File: config.mk
export PLATFORM = sky130hd
export DESIGN_NAME = pcm_merge
export DESIGN_NICKNAME = d
export VERILOG_FILES = /design/src/sv/pcm_pkg.sv /design/src/sv/pcm_merge.sv
export SDC_FILE = /design/constraint.sdc
export NUM_CORES = 2
export LEC_CHECK = 0
export ABC_AREA = 1
export BUFFER_PORTS_ARGS = -buffer_cell sky130_fd_sc_hd__clkbuf_2
export CAP_MARGIN = 40
export CORE_UTILIZATION = 45
export CTS_CLUSTER_SIZE = 20
export DETAILED_ROUTE_END_ITERATION = 16
export PLACE_DENSITY_LB_ADDON = 0.12
export SETUP_SLACK_MARGIN = 0.4
export SLEW_MARGIN = 20
export SYNTH_ARGS = -nofsm -noshare
export SYNTH_HDL_FRONTEND = slang
export SYNTH_SLANG_ARGS = --single-unit
File: constraint.sdc
create_clock -name clk -period 11 [get_ports clk]
set_input_delay 0.55 -clock clk [delete_from_list [all_inputs] [get_ports clk]]
set_output_delay 0.55 -clock clk [all_outputs]
set_load 0.05 [all_outputs]
File: src/sv/pcm_pkg.sv
// ----------------------------------------------------------------------------
// pcm_pkg: shared definitions for the pad coordinate mapper
// Sizes, mode and status codes, register indexes and the lane result record.
// ----------------------------------------------------------------------------
package pcm_pkg;

  localparam int MAX_RANK     = 4;
  localparam int COORD_BITS   = 16;
  localparam int FIELD_BITS   = 16;
  localparam int INDEX_BITS   = 64;
  localparam int CFG_BITS     = 64;
  localparam int ADDR_BITS    = 5;
  localparam int LANE_STAGES  = COORD_BITS + 2;
  localparam int MERGE_STAGES = MAX_RANK;
  localparam int NUM_STAGES   = LANE_STAGES + MERGE_STAGES;

  typedef logic [COORD_BITS-1:0] coord_t;

  typedef enum logic [1:0] {
    MODE_CONSTANT,
    MODE_WRAP,
    MODE_EDGE,
    MODE_REFLECT
  } pad_mode_t;

  typedef enum logic [1:0] {
    STATUS_COPY,
    STATUS_PAD,
    STATUS_ERR
  } status_t;

  typedef enum logic [1:0] {
    REG_PAD_MODE,
    REG_INPUT_DIMS,
    REG_PAD_BEGINS
  } reg_index_t;

  typedef struct packed {
    coord_t mapped;
    logic   zero_dim;
    logic   out_of_range;
  } lane_result_t;

  // Axis k sits in the k-th 16-bit field counted from the top of the word.
  function automatic coord_t axis_field(logic [CFG_BITS-1:0] word, int axis);
    logic [FIELD_BITS-1:0] f;
    f = word[(CFG_BITS-1)-FIELD_BITS*axis -: FIELD_BITS];
    return f[COORD_BITS-1:0];
  endfunction

endpackage

File: src/sv/pcm_merge.sv
// ----------------------------------------------------------------------------
// pcm_merge: combines the lane results into status and linear index
// Status is resolved in the first stage; the row-major index is built by
// Horner steps, one multiply-add per stage.
// ----------------------------------------------------------------------------
module pcm_merge import pcm_pkg::*; (
  input  logic                    clk,
  input  logic [MERGE_STAGES-1:0] adv,
  input  lane_result_t            lanes [MAX_RANK],
  input  coord_t                  dims [MAX_RANK],
  input  pad_mode_t               mode,
  output logic [INDEX_BITS-1:0]   source_index,
  output status_t                 status
);

  localparam int LAST = MERGE_STAGES - 1;

  logic [INDEX_BITS-1:0] acc  [0:LAST];
  status_t               st   [0:LAST];
  coord_t                hold [0:LAST][MAX_RANK];
  logic                  any_zero;
  logic                  any_oob;
  status_t               st_next;

  always_comb begin
    any_zero = 1'b0;
    any_oob  = 1'b0;
    for (int k = 0; k < MAX_RANK; k++) begin
      any_zero = any_zero | lanes[k].zero_dim;
      any_oob  = any_oob | lanes[k].out_of_range;
    end
    if (mode != MODE_CONSTANT && any_zero) begin
      st_next = STATUS_ERR;
    end else if (mode == MODE_CONSTANT && any_oob) begin
      st_next = STATUS_PAD;
    end else begin
      st_next = STATUS_COPY;
    end
  end

  always_ff @(posedge clk) begin
    if (adv[0]) begin
      st[0]  <= st_next;
      acc[0] <= INDEX_BITS'(lanes[0].mapped);
      for (int k = 0; k < MAX_RANK; k++) begin
        hold[0][k] <= lanes[k].mapped;
      end
    end
  end

  for (genvar s = 1; s <= LAST; s++) begin : g_horner
    always_ff @(posedge clk) begin
      if (adv[s]) begin
        st[s]   <= st[s-1];
        hold[s] <= hold[s-1];
        acc[s]  <= INDEX_BITS'(acc[s-1] * INDEX_BITS'(dims[s]))
                   + INDEX_BITS'(hold[s-1][s]);
      end
    end
  end

  assign status       = st[LAST];
  assign source_index = (st[LAST] == STATUS_COPY) ? acc[LAST] : '0;

endmodule

==> results.tsv <==
stage	metric	value	unit
run	cap_violations	0	
global_route	track_usage	0.264	
clocking	post_cts_resized	0	
critical_path	path_common_cell	fa_1	
yosys	syn_nets	10832	
placed_design	gp_congestion	0.946	
global_route	grt_overflow	0	
sta	slew_headroom	0.416	
yosys	synth.most_common_cell	inv_1	
sta	fin_ws	4380	ps
worst_hold_path	min_to	hold[0][24]	
detailed_routing	vias	52844	
layout	drive_gt1_frac	0.0415	
placed_design	placed_cells	10722	
sta	period_share	0.602	
worst_hold_path	hold_path_class	in2reg	
floorplanning	core_region_area	0.150	sq mm
yosys	yosysWarnings	0	
yosys	seq_area_frac_synth	0.120	
critical_path	r2r_slack	4380	ps
critical_path	r2r-end	acc[3][42]	
sta	max_freq	151	MHz
layout	area_growth	6.05	%
floorplanning	start_util	0.456	
clocking	clock_latency	640	ps
sta	finalMaxSlewViolations	0	
yosys	synthTopCellsByCount	inv_1 (2871), nand2_1 (2580), fa_1 (1417)	
global_route	grt_pass1_vias	57145	
layout	fillers	15204	
detailed_routing	wire_per_inst	18.0	um
global_route	top_usage_layer	met2	
layout	final_util	0.483	
yosys	synth.largest_area_cell	fa_1	
detailed_routing	viasPerCell	4.89	
critical_path	cp_max_fo	16	
yosys	synth_edf_count	273	
critical_path	slowest_stage	edfxtp_1	
clocking	numClockSinks	273	
detailed_routing	ant_nets	0	
critical_path	slowest_delay	900	ps
global_route	grt_max_degree	65	
sta	fin_setup_tns	0	ps
sta	fin_crit	6620	ps
placed_design	dpl.hpwl	159000	um
sta	setup_violations	0	
floorplanning	ios	209	
yosys	async_reset_ff_frac	0	
clocking	clkTransAtPathRegs	60	ps
critical_path	critical_path_required	11340	ps
clocking	cts_hold_buf	0	
run_status	status	finished, final reports clean	
floorplanning	die_area	0.154	sq mm
sta	tightestPinTransition	877	ps
worst_hold_path	worstHoldStart	lanes[28]	
critical_path	arrival	6960	ps
floorplanning	die_w	392	um
sta	finalHoldViolations	0	
global_route	grtUsageMet2	0.458	
critical_path	worstReg2RegStart	acc[2][39]	
yosys	ys_ff_latch	273	
clocking	cts_tree	done	
yosys	syn_inst	8853	
critical_path	cp_cell_sequence	nand2_1 > fa_1 > inv_1 > fa_1 > inv_1 > fa_1 > inv_1 > fa_1 > fa_1 > inv_1 > fa_1 > inv_1 > ha_1 > nand2_1 > nor2_1 > nand2_1 > nor2_1 > nand3_1 > nand3_1 > xor2_1	
detailed_routing	drtPass1Iterations	5	
yosys	netlist_area	0.0686	sq mm
sta	rsz0062_at_grt	no	
worst_hold_path	hold_depth	1	
placed_design	pre_cts_ws	4040	ps
yosys	ys.flop_type	edfxtp_1	
critical_path	ff2ff_path_depth	20	
global_route	antenna_found_initial	2	
clocking	htreeDepth	2	
global_route	grt_pass1_wl	314000	um
critical_path	path_class	reg2reg	
sta	clock_skew	37.1	ps
layout	nets	10734	
floorplanning	die_h	392	um
yosys	ys_types	37	
detailed_routing	first_iter_violations	2864	
critical_path	crit_path_start_kind	flop	
yosys	syn_avg_cell_area	7.74	sq um
clocking	ctsRootBufferMaster	clkbuf_16	
layout	stdcell_count	10797	
floorplanning	row_count	142	
clocking	postCtsSetupBuffers	0	
detailed_routing	route.detailed.drc	0	
yosys	yosysTopAreaCellShare	0.414	
detailed_routing	finalWirelength	195000	um
layout	diodes	0	
global_route	use_met3	0.0314	
clocking	cts_inserted_buffers	39	
global_route	met1_usage	0.341	
placed_design	io_buffers	192	
critical_path	cp-end-kind	flop	
clocking	cts_buffer_depth	3	
yosys	ys_top_cells_by_area	fa_1 (41%), inv_1 (16%), nand2_1 (14%)	
-- critical path: cells and delay by family, from the launching register on --
kind | cells | cell delay, ps
xor+xnor | 1 | 110
fa+ha+maj | 7 | 3580
buf+inv | 5 | 290
flops | 1 | 900
simple gates | 7 | 1460
-- area by class of cell --
class / instances / area [sq um] / share of cell area
Clock buffer: 44 / 995 / 0.0137
Clock inverter: 23 / 239 / 0.00329
Inverter: 2872 / 10800 / 0.148
Multi-Input combinational cell: 5304 / 48100 / 0.661
Sequential cell: 273 / 8200 / 0.113
Tap cell: 2016 / 2520 / 0.0347
Timing Repair Buffer: 265 / 1910 / 0.0262
-- how the worst max path moves through the flow --
stage,to,slack [ps],from,cells after the start
floorplan,acc[3][61],5210,dims[1],25
global placement,acc[3][58],4040,dims[1],23
detailed placement,acc[3][58],4040,dims[1],23
CTS,acc[3][57],4430,acc[2][43],22
global route,acc[3][42],4090,acc[2][39],20
finish,acc[3][42],4380,acc[2][39],20
-- flip-flops by register name, indices dropped and copies added (netlist names) --
name / cells
st: 8
acc: 154
hold: 111
-- cells in the final DEF, fill, tap and decap left out, types with 39 or more instances in the layout --
cell type / instances
nand4_1: 44
a21oi_1: 147
nand2_1: 2580
nand3_1: 134
clkbuf_2: 179
o21ai_0: 70
fa_1: 1417
inv_1: 2871
nor2_1: 266
clkbuf_16: 39
edfxtp_1: 273
ha_1: 419
xor2_1: 79
-- stage by stage --
| stage | hold slack [ps] | area, sq um |
|---|---|---|
| detailed placement | 405 | 71300 |
| global route | 49.7 | 72700 |
| finish | 80.0 | 72700 |
| global placement | 403 | 70700 |
| CTS | 19.3 | 72600 |
| floorplan | 400 | 68600 |
-- layer usage --
metal,up-vias,part of all wire
li1,24455,-
met1,26548,0.42
met2,1528,0.49
met3,309,0.057
met4,4,0.036
met5,-,0.00011
-- kinds of logic (layout without fill, tap and decap cells) --
| group | count (synthesis) | after routing | synth area share |
|---|---|---|---|
| flip-flops | 273 | 273 | 0.120 |
| AO/OA/AOI/OAI | 267 | 267 | 0.0210 |
| XOR/XNOR | 88 | 88 | 0.0112 |
| AND/OR/NAND/NOR | 3113 | 3113 | 0.178 |
| buffers and inverters | 3276 | 3204 | 0.179 |
| adder cells (fa/ha/maj) | 1836 | 1836 | 0.490 |
Power is not shown: default switching activity piles up to over one toggle a cycle in this logic, so the estimate is an artifact.
