<file path="config.mk">
export PLATFORM = sky130hd
export DESIGN_NAME = pcm_lane
export DESIGN_NICKNAME = d
export VERILOG_FILES = /design/src/sv/pcm_pkg.sv /design/src/sv/pcm_lane.sv
export SDC_FILE = /design/constraint.sdc
export NUM_CORES = 1
export LEC_CHECK = 0
export BUFFER_PORTS_ARGS = -buffer_cell sky130_fd_sc_hd__buf_2
export CAP_MARGIN = 20
export CORE_MARGIN = 2
export CORE_UTILIZATION = 44
export DETAILED_ROUTE_END_ITERATION = 8
export GPL_TIMING_DRIVEN = 0
export HOLD_SLACK_MARGIN = 0.1
export SYNTH_ARGS = -nofsm -noshare
export SYNTH_HDL_FRONTEND = slang
export SYNTH_SLANG_ARGS = --single-unit
</file>
<file path="constraint.sdc">
create_clock -name clk -period 7 [get_ports clk]
set_input_delay 1.05 -clock clk [delete_from_list [all_inputs] [get_ports clk]]
set_output_delay 1.05 -clock clk [all_outputs]
set_load 0.03 [all_outputs]
</file>
<file path="src/sv/pcm_pkg.sv">
// ----------------------------------------------------------------------------
// pcm_pkg: shared definitions for the pad coordinate mapper
// Sizes, mode and status codes, register indexes and the lane result record.
// ----------------------------------------------------------------------------
package pcm_pkg;

  localparam int MAX_RANK     = 4;
  localparam int COORD_BITS   = 16;
  localparam int FIELD_BITS   = 16;
  localparam int INDEX_BITS   = 64;
  localparam int CFG_BITS     = 64;
  localparam int ADDR_BITS    = 5;
  localparam int LANE_STAGES  = COORD_BITS + 2;
  localparam int MERGE_STAGES = MAX_RANK;
  localparam int NUM_STAGES   = LANE_STAGES + MERGE_STAGES;

  typedef logic [COORD_BITS-1:0] coord_t;

  typedef enum logic [1:0] {
    MODE_CONSTANT,
    MODE_WRAP,
    MODE_EDGE,
    MODE_REFLECT
  } pad_mode_t;

  typedef enum logic [1:0] {
    STATUS_COPY,
    STATUS_PAD,
    STATUS_ERR
  } status_t;

  typedef enum logic [1:0] {
    REG_PAD_MODE,
    REG_INPUT_DIMS,
    REG_PAD_BEGINS
  } reg_index_t;

  typedef struct packed {
    coord_t mapped;
    logic   zero_dim;
    logic   out_of_range;
  } lane_result_t;

  // Axis k sits in the k-th 16-bit field counted from the top of the word.
  function automatic coord_t axis_field(logic [CFG_BITS-1:0] word, int axis);
    logic [FIELD_BITS-1:0] f;
    f = word[(CFG_BITS-1)-FIELD_BITS*axis -: FIELD_BITS];
    return f[COORD_BITS-1:0];
  endfunction

endpackage

</file>
<file path="src/sv/pcm_lane.sv">
// ----------------------------------------------------------------------------
// pcm_lane: per-axis coordinate mapping pipeline
// Subtracts the leading pad, reduces the offset modulo the wrap or reflect
// period one bit per stage, then applies the padding mode.
// ----------------------------------------------------------------------------
module pcm_lane import pcm_pkg::*; (
  input  logic                   clk,
  input  logic [LANE_STAGES-1:0] adv,
  input  coord_t                 coord,
  input  coord_t                 lead_pad,
  input  coord_t                 dim,
  input  pad_mode_t              mode,
  output lane_result_t           res
);

  localparam int RW   = COORD_BITS + 1;
  localparam int LAST = COORD_BITS;

  logic [RW-1:0]        divisor;
  logic signed [RW-1:0] offset;
  coord_t               mag [0:LAST];
  logic                 neg [0:LAST];
  logic [RW-1:0]        rem [0:LAST];
  logic [RW-1:0]        folded;
  logic [RW-1:0]        reflected;
  coord_t               edge_m;
  coord_t               mapped_next;

  // The reflect period is 2*(dim-1); wrap reduces by the dimension itself.
  assign divisor = (mode == MODE_REFLECT) ? {dim - coord_t'(1), 1'b0} : {1'b0, dim};
  assign offset  = $signed({1'b0, coord}) - $signed({1'b0, lead_pad});

  always_ff @(posedge clk) begin
    if (adv[0]) begin
      neg[0] <= offset[RW-1];
      mag[0] <= offset[RW-1] ? coord_t'(-offset) : coord_t'(offset);
      rem[0] <= '0;
    end
  end

  // Restoring remainder of the offset magnitude, most significant bit first.
  for (genvar j = 1; j <= LAST; j++) begin : g_rem
    localparam int B = COORD_BITS - j;
    logic [RW:0] trial;
    assign trial = {rem[j-1], mag[j-1][B]};
    always_ff @(posedge clk) begin
      if (adv[j]) begin
        mag[j] <= mag[j-1];
        neg[j] <= neg[j-1];
        rem[j] <= (trial >= {1'b0, divisor}) ? RW'(trial - {1'b0, divisor})
                                             : trial[RW-1:0];
      end
    end
  end

  always_comb begin
    folded    = (neg[LAST] && rem[LAST] != '0) ? divisor - rem[LAST] : rem[LAST];
    reflected = (folded >= {1'b0, dim}) ? divisor - folded : folded;
    if (neg[LAST]) begin
      edge_m = '0;
    end else if (mag[LAST] >= dim) begin
      edge_m = dim - coord_t'(1);
    end else begin
      edge_m = mag[LAST];
    end
    case (mode)
      MODE_WRAP:    mapped_next = folded[COORD_BITS-1:0];
      MODE_EDGE:    mapped_next = edge_m;
      MODE_REFLECT: mapped_next = (dim == coord_t'(1)) ? '0 : reflected[COORD_BITS-1:0];
      default:      mapped_next = mag[LAST];
    endcase
  end

  always_ff @(posedge clk) begin
    if (adv[LAST+1]) begin
      res.mapped       <= mapped_next;
      res.zero_dim     <= (dim == '0);
      res.out_of_range <= neg[LAST] || (mag[LAST] >= dim);
    end
  end

endmodule

</file>
==> reports/summary.txt <==
DR DRC count: 0
Nets@finish: 3,863
Clk_lat worst skew: 610 ps
Clk pin slew, worst setup/hold paths: 50 ps
Rows: 104
Clock Sinks: 579
Yosys warns: 0
Yosys reg bits: 579
Initial core utilization: 0.4450
CTS Buffer Depth: 3
Number of synthesized flops with an enable pin: 579
Post-layout minimum cycle time: 6739 ps
Met3 wire len: 3366 µm
Non-filler cells in the finished layout: 4,547
Data required time of the critical path: 7320 ps
Initial antenna violation count: 0
First-pass GRT wire length: 140,700 µm
Hold_buf cts: 0
Setup violators final: 0
Netlist cell types: 75
Number of global-route vias before repair: 24,520
Routed Antenna Nets: 0
Placed instance count: 4,422
CTS tree: done
Starting DRT DRC Count: 1,779
# fillers: 7,306
Max-slew headroom: 0.2257
GRT Total Usage: 0.2183
Period utilization: 0.9627
# IOs: 87
Die area: 83,890 µm²
Post-Syn Area: 35,900 µm²
IO buf count: 86
Largest net degree at the start of global routing: 35
Die Height: 289.6 µm
Peak VDD IR: 0.2044 mV
Tightest Pin Transition: 1160 ps
Run status: complete, no violations
Hold Crit Class: flip-flop to flip-flop
Power per Cell Area: 444.8 nW/µm²
Leak pwr: 0.01591 µW
Startpoint types: input port
Final Hold Vio Count: 0
Post-Syn Nets: 3,689
Max Used Layer: met4
DR WL/cell: 20.07 µm
DR WL met2: 42,130 µm
RR Startpoint: rem[0][280]
Worst r2r dst: res[7]
Clock buffer count from CTS: 67
CP arrival: 7060 ps
Cell area after layout: 40,290 µm²
Worst setup path class: input port to flip-flop
Share of cells above drive strength 1: 0.1030
Crit end category: flip-flop
Synth Instances: 3,263
Gr ovfl total: 0
Post-Route WL: 91,250 µm
Fin. max-slew vios: 0
WL met1: 42,980 µm
Layout area overhead: 12.24%
Ys flop type: edfxtp_1
Core region area: 80,680 µm²
Dpl cell area: 38,050 µm²
CP Launch Point: dim[1]
Worst-path fanout max: 11
DIE WIDTH: 289.6 µm
Hold Crit Depth: 0
H-tree Lvls: 3
Max Clock Skew: 31.12 ps
Via count: 25,500
Final GP Congestion: 0.9071
Seq/Total Area, Yosys: 0.4843
Synth Area per Inst: 11.00 µm²
HPWL Detailed: 68,340 µm
Number of max-cap violations: 0
Worst setup path end: res[7]
Pre-antenna DRT Iters: 5
Via/cell ratio: 5.607
CTS root buffer: clkbuf_16
Top achievable clock speed: 148.4 MHz
Async SR Flop Fraction: 0
Flop2flop setup slack: 990 ps
Worst reg2reg path depth: 20
Diodes inserted: 0
==> synth_stat cells (all sizes together), types with 32 or more instances <==
master | number | area (µm²)
a21o | 100 | 750.7
a21oi | 368 | 1842
a31oi | 32 | 200.2
clkbuf | 45 | 168.9
edfxtp | 579 | 17390
ha | 339 | 4242
inv | 194 | 728.2
mux2 | 97 | 1092
nand2 | 168 | 630.6
nand2b | 40 | 250.2
nand3 | 39 | 195.2
nand4 | 58 | 362.9
nor2 | 273 | 1025
nor3 | 82 | 410.4
o21ai | 154 | 770.7
xnor2 | 171 | 1524
xor2 | 82 | 718.2
==> state kept, by name, summed over array words and instances, names as in the netlist <==
| register | cells |
|---|---|
| mag | 272 |
| rem | 272 |
| res | 18 |
| neg | 17 |
==> cells in the final DEF, fill, tap and decap left out, types with 30 or more instances in the layout <==
master and count:
a21o_1 100, a21oi_1 366, a31oi_1 32, buf_2 90, clkbuf_1 59, clkbuf_16 70, edfxtp_1 579, ha_1 338
inv_1 193, mux2_2 97, nand2_1 168, nand2b_1 40, nand3_1 39, nand4_1 58, nor2_1 272, nor2b_1 30
nor3_1 81, o21ai_0 139, xnor2_1 169, xor2_1 82
==> worst min path at each step <==
stage                    start     endpoint  slack, ps
floorplan            mag[9][0]   mag[10][0]        400
global placement    mag[3][10]   mag[4][10]        400
detailed placement  mag[9][15]  mag[10][15]        400
CTS                 mag[9][15]  mag[10][15]        400
global route         mag[8][6]    mag[9][6]        400
finish               mag[8][6]    mag[9][6]        400
==> cell type report <==
type	count	area, µm²	share of cell area
Buffer	55	246.5	0.006118
Tap cell	1060	1326	0.03292
Clock buffer	86	1812	0.04497
Timing Repair Buffer	105	845.8	0.02099
Sequential cell	579	17390	0.4315
Inverter	196	737.0	0.01829
Multi-Input combinational cell	2433	17660	0.4384
Clock inverter	33	274.0	0.006801
==> routing by layer <==
layer	vias up	global-route usage
met2	549	0.3545
met3	132	0.02143
met1	12150	0.3077
met5	-	0
li1	12670	-
met4	0	0.07154
==> kinds of logic after synthesis <==
kind of cell    synth area share
compound gates            0.1516
xor+xnor                 0.06246
fa+ha+maj                 0.1282
buf+inv                  0.02708
flops                     0.4843
mux                      0.03377
simple gates              0.1125
==> per-stage QoR <==
step | utilization | hold slack [ps] | TNS, ps | setup slack (ps) | total power (µW)
finish | 0.4994 | 402.4 | 0 | 261.4 | 17920
floorplan | - | 400.3 | 0 | 34.34 | 12260
detailed placement | 0.4717 | 404.5 | -34460 | -1553 | 14430
global route | 0.4994 | 404.8 | -6.549 | -6.549 | 19230
CTS | 0.4981 | 397.7 | 0 | 12.12 | 17900
global placement | 0.4669 | 400.0 | -332830 | -3687 | 14360
==> report_power, final <==
group          switching (µW)  leakage [µW]  internal (µW)
logic                    4900       0.00924           3850
registers                 602       0.00567           5230
clock network            1390       0.00100           1950
==> critical path, stage by stage <==
cell      delay (ps)
buf_2            120
inv_1            130
ha_1             220
or3b_2           540
nor4b_2          440
mux2i_2          410
and2_1           180
clkbuf_4         330
clkinv_2         310
ha_1             430
inv_1             80
and3_1           160
mux2_2           260
nor2_2           210
inv_1            100
ha_1             300
o21ai_0          100
a21oi_1           60
o21ai_1          100
nand2_1          140
or4b_4           550
and2_4           180
buf_6            130
buf_8            140
a21oi_1          220
o21ai_0          140
==> timing repair <==
item | in CTS | in global routing
resized for setup | 12 | 19
endpoints found under the setup margin | 26 | 32
buffers inserted | 4 | 1
gates cloned | 0 | 0
pin swaps | 1 | 4
Power figures use the tool's default switching activity.
